<file path="src/design/asdl_pkg.sv">
`timescale 1ns / 1ps
// ----------------------------------------------------------------------------
// asdl_pkg
// Shared types, codes and helper functions of the aux strobe display latch.
// ----------------------------------------------------------------------------
package asdl_pkg;

  localparam int LED2_COLUMNS = 32;
  localparam int MAX_RES      = 5;
  localparam int CNT_W        = $clog2(MAX_RES + 1);
  localparam int SHIFT_DEPTH  = 7;

  localparam logic [1:0] REQ_AUX    = 2'd0;
  localparam logic [1:0] REQ_STROBE = 2'd1;
  localparam logic [1:0] REQ_READ   = 2'd2;

  localparam logic [1:0] KIND_DOT  = 2'd0;
  localparam logic [1:0] KIND_LAMP = 2'd1;
  localparam logic [1:0] KIND_SOL  = 2'd2;
  localparam logic [1:0] KIND_READ = 2'd3;

  localparam logic [2:0] MODE_AUX  = 3'd0;
  localparam logic [2:0] MODE_T1   = 3'd1;
  localparam logic [2:0] MODE_T1S  = 3'd2;
  localparam logic [2:0] MODE_T2   = 3'd3;
  localparam logic [2:0] MODE_LED  = 3'd4;
  localparam logic [2:0] MODE_LED2 = 3'd5;

  localparam logic [7:0] STROBE_SOL  = 8'hbe;
  localparam logic [7:0] STROBE_LAMP = 8'h7e;
  localparam logic [7:0] AUX_RESYNC  = 8'h30;
  localparam logic [7:0] READ_IDLE   = 8'h40;

  localparam logic [2:0] LED_SLOT [7] = '{3'd6, 3'd2, 3'd4, 3'd5, 3'd1, 3'd3, 3'd0};

  typedef struct packed {
    logic [1:0] kind;
    logic [1:0] plane;
    logic [1:0] group;
    logic [2:0] column;
    logic [5:0] lamp_column;
    logic [7:0] value;
  } res_t;

  typedef struct packed {
    res_t [MAX_RES-1:0] item;
    logic [CNT_W-1:0]   count;
  } batch_t;

  function automatic res_t mk_res(logic [1:0] kind, logic [1:0] plane, logic [1:0] group,
                                  logic [2:0] column, logic [5:0] lamp, logic [7:0] value);
    res_t r;
    r.kind        = kind;
    r.plane       = plane;
    r.group       = group;
    r.column      = column;
    r.lamp_column = lamp;
    r.value       = value;
    return r;
  endfunction

  // index of highest set bit
  function automatic logic [2:0] hi_bit5(logic [4:0] v);
    logic [2:0] c;
    c = 3'd0;
    for (int i = 0; i < 5; i++) begin
      if (v[i]) c = 3'(i);
    end
    return c;
  endfunction

  // index of lowest set bit
  function automatic logic [2:0] lo_bit7(logic [6:0] v);
    logic [2:0] c;
    c = 3'd0;
    for (int i = 6; i >= 0; i--) begin
      if (v[i]) c = 3'(i);
    end
    return c;
  endfunction

  function automatic logic [2:0] mod7(logic [5:0] v);
    logic [5:0] r;
    r = v;
    for (int i = 0; i < 4; i++) begin
      if (r >= 6'd7) r = r - 6'd7;
    end
    return r[2:0];
  endfunction

  function automatic logic [4:0] led2_next(logic [4:0] bi);
    logic [5:0] r;
    r = {1'b0, bi} + 6'd1;
    if (r >= 6'(LED2_COLUMNS)) r = r - 6'(LED2_COLUMNS);
    if (r >= 6'(LED2_COLUMNS)) r = r - 6'(LED2_COLUMNS);
    return r[4:0];
  endfunction

  function automatic logic [1:0] frame_next(logic [1:0] f);
    logic [1:0] r;
    case (f)
      2'd0: r = 2'd1;
      2'd1: r = 2'd2;
      2'd2: r = 2'd0;
      default: r = 2'd1;
    endcase
    return r;
  endfunction

endpackage

</file>
<file path="src/design/aux_strobe_display_latch.sv">
`timescale 1ns / 1ps
// ----------------------------------------------------------------------------
// aux_strobe_display_latch
// Aux output port with strobe decoding for mini dot displays and lamp/LED
// columns.
// ----------------------------------------------------------------------------
// A request transaction is registered, decoded combinationally against the
// port state and handed as a batch of zero to five result writes to the
// output buffer, which sends them one per cycle while the output is ready.
// Requests with at most one result run at one per cycle while the output is
// ready; the request after one with more results is held until the single
// output buffer sends the last of them, and is taken in that same cycle.
module aux_strobe_display_latch import asdl_pkg::*; (
  input  logic        clk,
  input  logic        rst,
  input  logic        cfg_wr_en,
  input  logic [2:0]  cfg_wr_data,  // display_mode
  input  logic        s_tvalid,
  output logic        s_tready,
  input  logic [7:0]  s_tdata,      // data
  input  logic [1:0]  s_tuser,      // req_type
  output logic        m_tvalid,
  input  logic        m_tready,
  output logic [23:0] m_tdata,      // plane, group, column, lamp_column, value, zero pad
  output logic [1:0]  m_tuser,      // kind
  output logic        m_tlast
);

  logic       in_valid;
  logic [1:0] in_req;
  logic [7:0] in_data;
  logic       adv;
  logic       load_ready;
  batch_t     batch;
  res_t       out_res;

  assign adv      = in_valid && load_ready;
  assign s_tready = !in_valid || load_ready;

  always_ff @(posedge clk) begin
    if (rst) begin
      in_valid <= 1'b0;
    end else if (s_tready) begin
      in_valid <= s_tvalid;
    end
  end

  always_ff @(posedge clk) begin
    if (s_tready && s_tvalid) begin
      in_req  <= s_tuser;
      in_data <= s_tdata;
    end
  end

  asdl_core u_core (
    .clk         (clk),
    .rst         (rst),
    .cfg_wr_en   (cfg_wr_en),
    .cfg_wr_data (cfg_wr_data),
    .adv         (adv),
    .req         (in_req),
    .din         (in_data),
    .batch       (batch)
  );

  asdl_emit u_emit (
    .clk        (clk),
    .rst        (rst),
    .load_valid (in_valid),
    .load_ready (load_ready),
    .batch      (batch),
    .out_valid  (m_tvalid),
    .out_ready  (m_tready),
    .out_last   (m_tlast),
    .out_res    (out_res)
  );

  assign m_tuser = out_res.kind;
  assign m_tdata = {3'd0, out_res.value, out_res.lamp_column, out_res.column,
                    out_res.group, out_res.plane};

endmodule

</file>
<file path="src/design/asdl_core.sv">
`timescale 1ns / 1ps
// ----------------------------------------------------------------------------
// asdl_core
// Decoder state and the per-request decode into a batch of result writes.
// ----------------------------------------------------------------------------
module asdl_core import asdl_pkg::*; (
  input  logic       clk,
  input  logic       rst,
  input  logic       cfg_wr_en,
  input  logic [2:0] cfg_wr_data,
  input  logic       adv,
  input  logic [1:0] req,
  input  logic [7:0] din,
  output batch_t     batch
);

  logic [2:0] display_mode;
  logic [7:0] aux_latch, aux_latch_next;
  logic [7:0] last_strobe, last_strobe_next;
  logic [6:0] shift_bytes [SHIFT_DEPTH];
  logic [6:0] shift_bytes_next [SHIFT_DEPTH];
  logic [4:0] byte_index, byte_index_next;
  logic [1:0] frame_index, frame_index_next;

  logic       rise;
  logic [6:0] aux7;
  logic [1:0] t1_idx;
  logic [4:0] t1_sel;
  logic [6:0] t1_d0, t1_d1;
  logic [2:0] t2_idx;
  logic [6:0] t2_sb [SHIFT_DEPTH];
  logic [4:0] led_bi;
  logic [4:0] led2_bi;

  assign rise   = din[7] & ~last_strobe[7];
  assign aux7   = aux_latch[6:0];
  assign t1_idx = byte_index[1:0];
  assign t2_idx = mod7({1'b0, byte_index} + 6'd1);
  assign led_bi = (aux_latch == AUX_RESYNC && last_strobe[6]) ? 5'd0 : byte_index;
  assign led2_bi = led2_next(byte_index);

  // ring taps relative to the write slot
  always_comb begin
    case (t1_idx)
      2'd0: begin
        t1_sel = shift_bytes[1][4:0];
        t1_d0  = shift_bytes[2];
        t1_d1  = shift_bytes[3];
      end
      2'd1: begin
        t1_sel = shift_bytes[2][4:0];
        t1_d0  = shift_bytes[3];
        t1_d1  = shift_bytes[0];
      end
      2'd2: begin
        t1_sel = shift_bytes[3][4:0];
        t1_d0  = shift_bytes[0];
        t1_d1  = shift_bytes[1];
      end
      default: begin
        t1_sel = shift_bytes[0][4:0];
        t1_d0  = shift_bytes[1];
        t1_d1  = shift_bytes[2];
      end
    endcase
  end

  always_comb begin
    for (int k = 0; k < SHIFT_DEPTH; k++) begin
      t2_sb[k] = (t2_idx == 3'(k)) ? aux7 : shift_bytes[k];
    end
  end

  always_comb begin
    logic [2:0] n;
    logic [2:0] col;
    logic [1:0] grp;
    logic [2:0] slot;
    n                = 3'd0;
    col              = 3'd0;
    grp              = 2'd0;
    slot             = 3'd0;
    batch            = '0;
    aux_latch_next   = aux_latch;
    last_strobe_next = last_strobe;
    byte_index_next  = byte_index;
    frame_index_next = frame_index;
    shift_bytes_next = shift_bytes;
    case (req)
      REQ_AUX: begin
        aux_latch_next = din;
      end
      REQ_STROBE: begin
        case (display_mode)
          MODE_T1, MODE_T1S: begin
            if (rise) begin
              shift_bytes_next[t1_idx] = aux7;
              byte_index_next = {3'd0, t1_idx + 2'd1};
              if (!aux_latch[7] && t1_sel != 5'd0) begin
                col = hi_bit5(t1_sel);
                batch.item[0] = mk_res(KIND_DOT, frame_index, 2'd0, col, 6'd0, {1'b0, t1_d0});
                batch.item[1] = mk_res(KIND_DOT, frame_index, 2'd1, col, 6'd0, {1'b0, t1_d1});
                batch.item[2] = mk_res(KIND_DOT, frame_index, 2'd2, col, 6'd0, {1'b0, aux7});
                n = 3'd3;
                if (col == 3'd4) frame_index_next = frame_next(frame_index);
              end
            end
            if (display_mode == MODE_T1S) begin
              if (din == STROBE_SOL) begin
                batch.item[n] = mk_res(KIND_SOL, 2'd0, 2'd0, 3'd0, 6'd0, aux_latch);
                n = n + 3'd1;
              end
            end else begin
              batch.item[n] = mk_res(KIND_SOL, 2'd0, 2'd0, 3'd0, 6'd0, {5'd0, din[5:3]});
              n = n + 3'd1;
            end
            last_strobe_next = din;
          end
          MODE_T2: begin
            if (rise) begin
              byte_index_next = {2'd0, t2_idx};
              shift_bytes_next[t2_idx] = aux7;
              if (!aux_latch[7] && (t2_sb[4] != 7'd0 || t2_sb[3] != 7'd0)) begin
                if (t2_sb[4] != 7'd0) begin
                  grp = 2'd0;
                  col = lo_bit7(t2_sb[4]);
                end else begin
                  grp = 2'd1;
                  col = lo_bit7(t2_sb[3]);
                end
                batch.item[0] = mk_res(KIND_DOT, 2'd0, grp, col, 6'd0, {1'b0, t2_sb[0]});
                batch.item[1] = mk_res(KIND_DOT, 2'd1, grp, col, 6'd0, {1'b0, t2_sb[1]});
                batch.item[2] = mk_res(KIND_DOT, 2'd2, grp, col, 6'd0, {1'b0, t2_sb[5]});
                batch.item[3] = mk_res(KIND_DOT, 2'd3, grp, col, 6'd0, {1'b0, t2_sb[6]});
                n = 3'd4;
              end
            end
            if (din == STROBE_SOL) begin
              batch.item[n] = mk_res(KIND_SOL, 2'd0, 2'd0, 3'd0, 6'd0, aux_latch);
              n = n + 3'd1;
            end
            last_strobe_next = din;
          end
          MODE_LED: begin
            byte_index_next = led_bi;
            if (din == STROBE_LAMP) begin
              if (led_bi < 5'd7) begin
                slot = LED_SLOT[led_bi[2:0]];
                if (slot != 3'd0) begin
                  batch.item[0] = mk_res(KIND_LAMP, 2'd0, 2'd0, 3'd0,
                                         {3'd0, slot} + 6'd9, aux_latch);
                  n = 3'd1;
                end
                if (led_bi < 5'd6) byte_index_next = led_bi + 5'd1;
              end
            end else if (din == STROBE_SOL) begin
              batch.item[0] = mk_res(KIND_SOL, 2'd0, 2'd0, 3'd0, 6'd0, aux_latch);
              n = 3'd1;
            end
            last_strobe_next = aux_latch;
          end
          MODE_LED2: begin
            if (rise) begin
              byte_index_next = led2_bi;
              batch.item[0] = mk_res(KIND_LAMP, 2'd0, 2'd0, 3'd0,
                                     {1'b0, led2_bi} + 6'd10, aux_latch);
              n = 3'd1;
            end
            last_strobe_next = din;
          end
          default: begin
            batch.item[0] = mk_res(KIND_SOL, 2'd0, 2'd0, 3'd0, 6'd0, aux_latch);
            n = 3'd1;
          end
        endcase
      end
      REQ_READ: begin
        batch.item[0] = mk_res(KIND_READ, 2'd0, 2'd0, 3'd0, 6'd0,
                               last_strobe[5] ? aux_latch : READ_IDLE);
        n = 3'd1;
      end
      default: begin
      end
    endcase
    batch.count = CNT_W'(n);
  end

  always_ff @(posedge clk) begin
    if (rst) begin
      display_mode <= MODE_AUX;
      aux_latch    <= 8'd0;
      last_strobe  <= 8'd0;
      byte_index   <= 5'd0;
      frame_index  <= 2'd0;
      for (int k = 0; k < SHIFT_DEPTH; k++) shift_bytes[k] <= 7'd0;
    end else if (cfg_wr_en) begin
      display_mode <= cfg_wr_data;
      byte_index   <= (cfg_wr_data == MODE_LED2) ? 5'd1 : 5'd0;
    end else if (adv) begin
      aux_latch   <= aux_latch_next;
      last_strobe <= last_strobe_next;
      byte_index  <= byte_index_next;
      frame_index <= frame_index_next;
      shift_bytes <= shift_bytes_next;
    end
  end

endmodule

</file>
<file path="src/design/asdl_emit.sv">
`timescale 1ns / 1ps
// ----------------------------------------------------------------------------
// asdl_emit
// Result buffer: holds one decoded batch; one write a cycle while out_ready.
// ----------------------------------------------------------------------------
module asdl_emit import asdl_pkg::*; (
  input  logic   clk,
  input  logic   rst,
  input  logic   load_valid,
  output logic   load_ready,
  input  batch_t batch,
  output logic   out_valid,
  input  logic   out_ready,
  output logic   out_last,
  output res_t   out_res
);

  res_t             res_buf [MAX_RES];
  logic [CNT_W-1:0] remain;
  logic             take;

  assign out_valid  = remain != '0;
  assign out_last   = remain == CNT_W'(1);
  assign out_res    = res_buf[0];
  assign take       = out_valid && out_ready;
  assign load_ready = !out_valid || (take && out_last);

  always_ff @(posedge clk) begin
    if (rst) begin
      remain <= '0;
    end else if (load_valid && load_ready) begin
      remain <= batch.count;
    end else if (take) begin
      remain <= remain - CNT_W'(1);
    end
  end

  always_ff @(posedge clk) begin
    if (load_valid && load_ready) begin
      for (int k = 0; k < MAX_RES; k++) res_buf[k] <= batch.item[k];
    end else if (take) begin
      for (int k = 0; k < MAX_RES - 1; k++) res_buf[k] <= res_buf[k+1];
    end
  end

endmodule

</file>
<file path="config.mk">
export PLATFORM = sky130hd
export DESIGN_NAME = aux_strobe_display_latch
export DESIGN_NICKNAME = d
export VERILOG_FILES = /design/src/design/asdl_pkg.sv /design/src/design/aux_strobe_display_latch.sv /design/src/design/asdl_core.sv /design/src/design/asdl_emit.sv
export SDC_FILE = /design/constraint.sdc
export NUM_CORES = 1
export LEC_CHECK = 0
export BUFFER_PORTS_ARGS = -buffer_cell sky130_fd_sc_hd__buf_2
export CAP_MARGIN = 20
export CORE_UTILIZATION = 62
export CTS_CLUSTER_DIAMETER = 50
export DETAILED_ROUTE_END_ITERATION = 7
export PLACE_DENSITY = 0.8
export SYNTH_ARGS = -nofsm -noshare
export SYNTH_HDL_FRONTEND = slang
export SYNTH_SLANG_ARGS = --single-unit
export TNS_END_PERCENT = 5
</file>
<file path="constraint.sdc">
create_clock -name clk -period 9.7 [get_ports clk]
set_clock_uncertainty 0.2 [all_clocks]
set_input_delay 1.455 -clock clk [delete_from_list [all_inputs] [get_ports clk]]
set_output_delay 1.455 -clock clk [all_outputs]
set_load 0.05 [all_outputs]
</file>
==> results by group, run 1 <==
Status
  • Run status: finished with violations
  • Failing checks: design-rule violations

Pwr
  • Worst VDD drop: a little over 0.0002 V
  • P_int: 0.001428 W
  • Reg power frac: 0.441
  • Net Sw Power: approximately 0.00084 W
  • Clock network power share: 0.277
  • Combinational power share: 0.281
  • Sw Ratio: 0.3697
  • Pwr dens: ~220 nW/µm²
  • Leakage: ~4.0 nW

Finish
  • Layout cells sized above 1: 0.1123
  • Final core occ: 0.6895
  • Commonest non-fill, non-tap cell in the layout: nor2_1
  • N_diodes: 0
  • Filler-free cell count of the finished design: 1274
  • Commonest non-fill, non-tap cells in the layout: nor2_1 (137), nand2_1 (105), edfxtp_1 (88)
  • Cell area after layout: roughly 10000 µm²
  • Fillers: 1212
  • Area growth from synthesis to layout: 8.426%
  • Final nets: between 1000 and 1500

Yosys
  • Yosys warns: 0
  • Cells after Synth: about 1100
  • Register area share after synthesis: 0.4266
  • Netlist cell types: just under 90
  • Mapped Area: between 9000 and 10000 µm²
  • Synth Register Bits: 162
  • Syn avg cell area: around 9.1 µm²
  • Asr flop ratio synth: 0
  • Post-synth EDFFs: slightly below 90
  • Top_reg_cell synth: edfxtp_1

Detailed routing
  • Vias post-DR: approximately 8600
  • Pre-antenna DRT Iters: 8
  • Vias per cell: between 6 and 7
  • Remaining DRCs: 9
  • WL/cell: 21.42 µm
  • Post-DRT Antenna Nets: 0
  • Final WL: approximately 27 mm
  • DRT iter0 DRCs: ~1100

Clocking
  • Post-CTS Setup Bufs: 0
  • CTS Root Buffer Type: clkbuf_16
  • Clock transition at path regs: ~0.070 ns
  • Resize count post-CTS: 0
  • CTS H-tree lvls: 4
  • Clock tree buffer depth: 2
  • Clock Sinks: around 160
  • Total CTS buffers: 17
  • Cts hold-fix bufs: 0
  • CTS tree: done
  • Clock network latency to the later pin of the worst-skew pair: around 0.43 ns

Place
  • Placed Area: between 9000 and 10000 µm²
  • Dpl cells: between 1000 and 1500
  • Post-Place Setup Slack: 1.961 ns
  • Routability congestion estimate from global placement: between 0.9 and 1
  • Hpwl dp: 18.70 mm
  • PortBufs: 43

Hold path
  • HP Class: flop to flop
  • HP Start: u_core.shift_bytes[6]
  • Hold Path Sink: u_core.shift_bytes[6]
  • Hold Path Stages: 2

Critical path
  • Reg2Reg Depth: 24
  • Crit path launch: u_core.byte_index[0]
  • Critical path type: flop to flop
  • Max FO, Critical Path: 18
  • Critical Path Start Type: flop
  • CP required: between 9 and 10 ns
  • Capturing point of the worst reg2reg path: u_emit.res_buf[2][3]
  • Worst R2R Setup Slack: 1.80 ns
  • Critical path arrival: roughly 7.9 ns
  • Reg2reg start: u_core.byte_index[0]
  • CP endpoint kind: flop

Timing
  • Final worst-path cycle share: 0.8143
  • Fin crit period: roughly 7.9 ns
  • Setup violators final: 0
  • Fmax: roughly 130 MHz
  • Hold Vio Cnt, Final: 0
  • Worst slew pin tran: 1.067 ns
  • Fin. max-slew vios: 0
  • PnR worst setup slack: between 1.5 and 2 ns
  • RSZ-0062 raised after global routing: false
  • Relative slew slack: 0.2851
  • Final TNS setup: 0 ns

GRT
  • First-pass GRT wire length: roughly 43 mm
  • Met1 usage in global routing: 0.4529
  • Largest net degree at the start of global routing: between 70 and 80
  • Vias in the first global route: slightly above 8000
  • GRT Util Overall: 0.3516
  • M2 GR Usage: 0.5604
  • Global routing's busiest layer: met2
  • Met3 Resource Use GR: 0.06875
  • Initial antenna violation count: 0
  • GR Overflow Total: 0

Floorplan
  • Row count: 45
  • Starting Density: 0.6359
  • Die extent in x: 126.9 µm
  • Die H: 126.9 µm
  • Core Footprint: approximately 15000 µm²
  • I/O Pins: 47
  • Die ar.: between 15000 and 20000 µm²

Run
  • Max-cap violations: 0
[state kept, by name, indices dropped and copies added, names as in the netlist]
signal and flops:
u_core.shift_bytes 49, u_core.aux_latch 8, in_req 2, in_data 8
u_core.last_strobe 3, in_valid 1, u_core.byte_index 5, u_emit.remain 3
u_core.display_mode 3, u_core.frame_index 2, u_emit.res_buf 78
[per-stage QoR]
stage	hold WS [ns]	total power [W]
3_5_place_dp	0.2829	0.001641
5_1_grt	0.3329	0.002355
2_1_floorplan	0.2596	0.001472
6_report	0.3026	0.002266
4_1_cts	0.3010	0.002264
3_3_place_gp	0.2757	0.001628
[power by group through the flow]
stage | Combinational (W) | Sequential [W] | Clock [W]
5_1_grt | 0.000680 | 0.00101 | 0.000663
3_5_place_dp | 0.000630 | 0.00101 | 0
3_3_place_gp | 0.000623 | 0.00101 | 0
4_1_cts | 0.000633 | 0.000998 | 0.000633
2_1_floorplan | 0.000335 | 0.00114 | 0
6_report | 0.000637 | 0.00100 | 0.000629
[area by class of cell]
class	instances	area, µm²	share of cell area
clock buffer	18	429.2	0.04095
clock inverter	14	122.6	0.01170
inverter	32	120.1	0.01146
multi-input combinational	805	5145	0.4909
sequential	162	4124	0.3935
tap	188	235.2	0.02244
timing repair buffer	55	305.3	0.02913
[how the worst max path moves through the flow]
stage	to
2_1_floorplan	u_emit.res_buf[2][0]
3_3_place_gp	u_emit.res_buf[2][2]
3_5_place_dp	u_emit.res_buf[2][1]
4_1_cts	u_emit.res_buf[2][3]
5_1_grt	u_emit.res_buf[2][1]
6_report	u_emit.res_buf[2][3]
[synth_stat cells (13+ instances only)]
master	count	area share
a211oi_1	13	0.010
a21oi_1	65	0.034
a222oi_1	18	0.019
a22oi_1	18	0.014
and2_1	31	0.020
clkbuf_1	57	0.022
dfxtp_1	74	0.15
edfxtp_1	88	0.27
ha_1	22	0.028
inv_1	32	0.012
mux2i_1	76	0.079
nand2_1	105	0.041
nand3_1	31	0.016
nor2_1	137	0.053
nor3_1	16	0.0083
o211ai_1	15	0.012
o21ai_0	66	0.034
[cell families after synthesis]
kind of cell	after synthesis	share of synthesized area
and+or+nand+nor	390	0.1879
AOI/OAI and AO/OA	296	0.2164
DFF	162	0.4266
buffers and inverters	103	0.04246
muxes	81	0.08452
adders and majority gates	22	0.02847
xor gates and xnor gates	12	0.01320
other	1	0.0003879
[metal layers]
| layer | vias to the layer above | part of all wire | wire length (µm) |
|---|---|---|---|
| li1 | 3936 | - | - |
| met2 | 500 | 0.46 | 12440 |
| met5 | - | 0 | 0 |
| met1 | 4010 | 0.40 | 11040 |
| met4 | 0 | 0.051 | 1402 |
| met3 | 117 | 0.088 | 2412 |
[worst max-delay path, stage by stage (launching register included)]
cell and delay, ns:
dfxtp_1 0.54, ha_1 0.41, and3_2 0.29, xnor2_1 0.65, a31oi_1 0.24, xor2_1 0.22, ha_1 0.26, nor2b_1 0.29
nand3b_2 0.26, mux2_2 0.37, ha_1 0.25, nand2_1 0.08, and4b_1 0.24, nand2_1 0.18, xnor2_2 0.37, inv_1 0.13
ha_1 0.41, nand2b_1 0.18, o21ai_1 0.19, mux2i_1 0.16, o21ai_4 0.32, o2bb2ai_2 0.19, o211ai_4 0.55, o22ai_2 0.24
a221o_1 0.41
Power figures use the tool's default switching activity.
==> run 2: changes to the inputs <==
--- a/config.mk
+++ b/config.mk
@@ -7,10 +7,10 @@
 export LEC_CHECK = 0
 export BUFFER_PORTS_ARGS = -buffer_cell sky130_fd_sc_hd__buf_2
 export CAP_MARGIN = 20
-export CORE_UTILIZATION = 62
+export CORE_UTILIZATION = 56
 export CTS_CLUSTER_DIAMETER = 50
 export DETAILED_ROUTE_END_ITERATION = 7
-export PLACE_DENSITY = 0.8
+export PLACE_DENSITY = 0.77
 export SYNTH_ARGS = -nofsm -noshare
 export SYNTH_HDL_FRONTEND = slang
 export SYNTH_SLANG_ARGS = --single-unit
==> constraint.sdc (replaced) <==
create_clock -name clk -period 6.65 [get_ports clk]
set_clock_uncertainty 0.2 [all_clocks]
set_input_delay 0.9975 -clock clk [delete_from_list [all_inputs] [get_ports clk]]
set_output_delay 0.9975 -clock clk [all_outputs]
set_load 0.05 [all_outputs]
==> run 2 against run 1 <==
The flow still finishes with violations (design-rule violations). Flip-flop and latch count did not move. Critical endpoint unchanged. Highest routed layer unchanged. Hold slack lost 0.0064 ns. Largest power group unchanged. Sequential power increased by 46%. Combinational power is 47% higher. Critical path depth fell by 1. First-iteration DRC count grew 12%. Clock power grew 47%. Global-route usage shrank 3.3 points. Largest cell class unchanged. Die area is 11% higher. Fmax is 24% higher.
==> results by group, run 2 (synthesis results as in run 1) <==
Hold path
  • Hold Path Sink: u_core.shift_bytes[11]
  • Hold Path Stages: 2
  • HP Start: u_core.shift_bytes[11]
  • HP Class: flop to flop

Timing
  • Setup violators final: 0
  • Fin. max-slew vios: 0
  • Worst slew pin tran: slightly below 1 ns
  • Fin crit period: approximately 6.4 ns
  • Final hold slack: between 0.2 and 0.3 ns
  • Fmax: 156.7 MHz
  • Hold Vio Cnt, Final: 0
  • Final worst-path cycle share: 0.9595
  • PnR worst setup slack: roughly 0.27 ns
  • Relative slew slack: 0.3411

Detailed routing
  • Final WL: about 28 mm
  • Vias per cell: around 6.5
  • Vias post-DR: about 8700
  • DRT iter0 DRCs: 1222
  • WL/cell: ~21 µm
  • Remaining DRCs: 10
  • Post-DRT Antenna Nets: 0
  • Pre-antenna DRT Iters: 8

Clocking
  • CTS H-tree lvls: 4
  • CTS tree: done
  • Clock transition at path regs: 0.07 ns
  • Clock tree buffer depth: 2
  • Clock Sinks: roughly 160
  • CTS Root Buffer Type: clkbuf_16
  • Cts hold-fix bufs: 0
  • Clock network latency to the later pin of the worst-skew pair: between 0.4 and 0.5 ns
  • Total CTS buffers: 17

Pwr
  • Worst VDD drop: between 0.0002 and 0.00025 V
  • Leakage: between 4 and 5 nW
  • Pwr dens: a little over 300 nW/µm²

Run
  • Max-cap violations: 0

Finish
  • Largest reg by FF count: u_emit.res_buf
  • Commonest non-fill, non-tap cells in the layout: nor2_1 (137), nand2_1 (104), edfxtp_1 (88)
  • Area growth from synthesis to layout: 11.43%
  • Top Registers: u_emit.res_buf x78, u_core.shift_bytes x49
  • Number of flip-flops in the largest register: a little under 80
  • Layout cells sized above 1: 0.1430
  • N_diodes: 0
  • Commonest non-fill, non-tap cell in the layout: nor2_1
  • Final nets: 1139

Critical path
  • CP top delay family: compound AO/OA/AOI/OAI gates
  • Worst R2R Setup Slack: 0.27 ns
  • Critical path arrival: about 6.4 ns
  • Crit path largest cell delay: approximately 0.39 ns
  • Reg2reg start: u_core.byte_index[1]
  • Critical path type: flop to flop
  • Max stage delay cell, worst path: a221o_1
  • Max FO, Critical Path: 14
  • Reg2Reg Depth: 23
  • CP endpoint kind: flop
  • Worst Path Buf+Inv: 1
  • Crit path cell chain: buf_4 -> and3_2 -> xnor2_2 -> a31oi_2 -> xor2_1 -> ha_2 -> nor2b_1 -> nand3b_4 -> mux2_2 -> ha_1 -> nand2_1 -> and4b_1 -> nand2_2 -> mux2_2 -> ha_1 -> a211o_1 -> o21ai_1 -> mux2i_1 -> o21ai_4 -> o2bb2ai_2 -> o211ai_4 -> o22ai_4 -> a221o_1
  • Critical Path Start Type: flop
  • Capturing point of the worst reg2reg path: u_emit.res_buf[2][3]
  • CP required: approximately 6.6 ns

Place
  • PortBufs: 43
  • Post-Place Setup Slack: roughly 0.13 ns
  • Hpwl dp: 18.89 mm
  • Routability congestion estimate from global placement: about 0.94

GRT
  • First-pass GRT wire length: between 40 and 50 mm
  • Initial antenna violation count: 0
  • GRT Util Overall: 0.3191
  • Vias in the first global route: between 7000 and 8000
  • GR Overflow Total: 0
  • Largest net degree at the start of global routing: 75

Floorplan
  • Die H: roughly 130 µm
  • Starting Density: 0.5788
  • Core Footprint: between 15000 and 20000 µm²
  • Die ar.: around 18000 µm²
  • I/O Pins: 47
  • Row count: 47
  • Die extent in x: about 130 µm

Status
  • Failing checks: design-rule violations
  • Run status: finished with violations
==> run 2: changes by cell type in the layout (fill, tap and decap cells not counted), sizes merged <==
| cell | delta |
|---|---|
| clkinvlp | +1 |
| buf | +25 |
| inv | +1 |
| clkbuf | +1 |
| clkinv | -2 |
==> run 2: area by class of cell <==
| cell class | instances | area, µm² |
|---|---|---|
| fillers | 1380 | 5929 |
| inverters | 32 | 120.1 |
| flip-flops and latches | 162 | 4125 |
| repair buffers | 81 | 504.2 |
| clock buffers | 18 | 429.2 |
| multi-input cells | 805 | 5197 |
| clock inverters | 14 | 120.1 |
| well taps | 220 | 275.3 |
==> run 2: worst min-delay path, cell delays in order (launching register included) <==
cell	delay [ns]
dfxtp_1	0.33
mux2i_1	0.06
nor2_1	0.07
==> run 2: repair_timing <==
| action | in CTS | in global routing |
|---|---|---|
| setup buffers | 0 | 7 |
| gates resized for setup | 0 | 14 |
| setup endpoints to repair | 0 | 72 |
==> run 2: worst max-delay path by stage <==
stage                            endpoint  depth (start not counted)                 start
finish               u_emit.res_buf[2][3]                         23  u_core.byte_index[1]
global route         u_emit.res_buf[2][3]                         23  u_core.byte_index[0]
CTS                 u_emit.res_buf[1][14]                         25  u_core.byte_index[0]
detailed placement  u_emit.res_buf[1][14]                         25  u_core.byte_index[0]
global placement    u_emit.res_buf[2][14]                         25  u_core.byte_index[0]
floorplan            u_emit.res_buf[2][0]                         27  u_core.byte_index[0]
==> run 2: where the power goes <==
group	leakage (nW)	internal, W	switching (W)
Clock	0.263	0.000489	0.000433
Combinational	2.37	0.000232	0.000706
Sequential	1.47	0.00137	0.0000914
==> run 2: per-layer routing <==
layer  track usage  share of wire  wire [µm]
met5             0              0          0
met4       0.09596          0.022        613
met3       0.07610           0.11       2944
met2        0.4933           0.45      12480
met1        0.4432           0.42      11610
==> run 2: per-stage QoR <==
step           std cells  TNS [ns]  power (W)  instance area [µm²]  utilization
2_1_floorplan       1070         0   0.002146                 9678            -
3_3_place_gp        1291         0   0.002381                10100       0.6046
3_5_place_dp        1292         0   0.002399                10110       0.6053
4_1_cts             1324         0   0.003318                10660       0.6381
5_1_grt             1332   -0.3713   0.003453                10770       0.6450
6_report            1332         0   0.003320                10770       0.6450
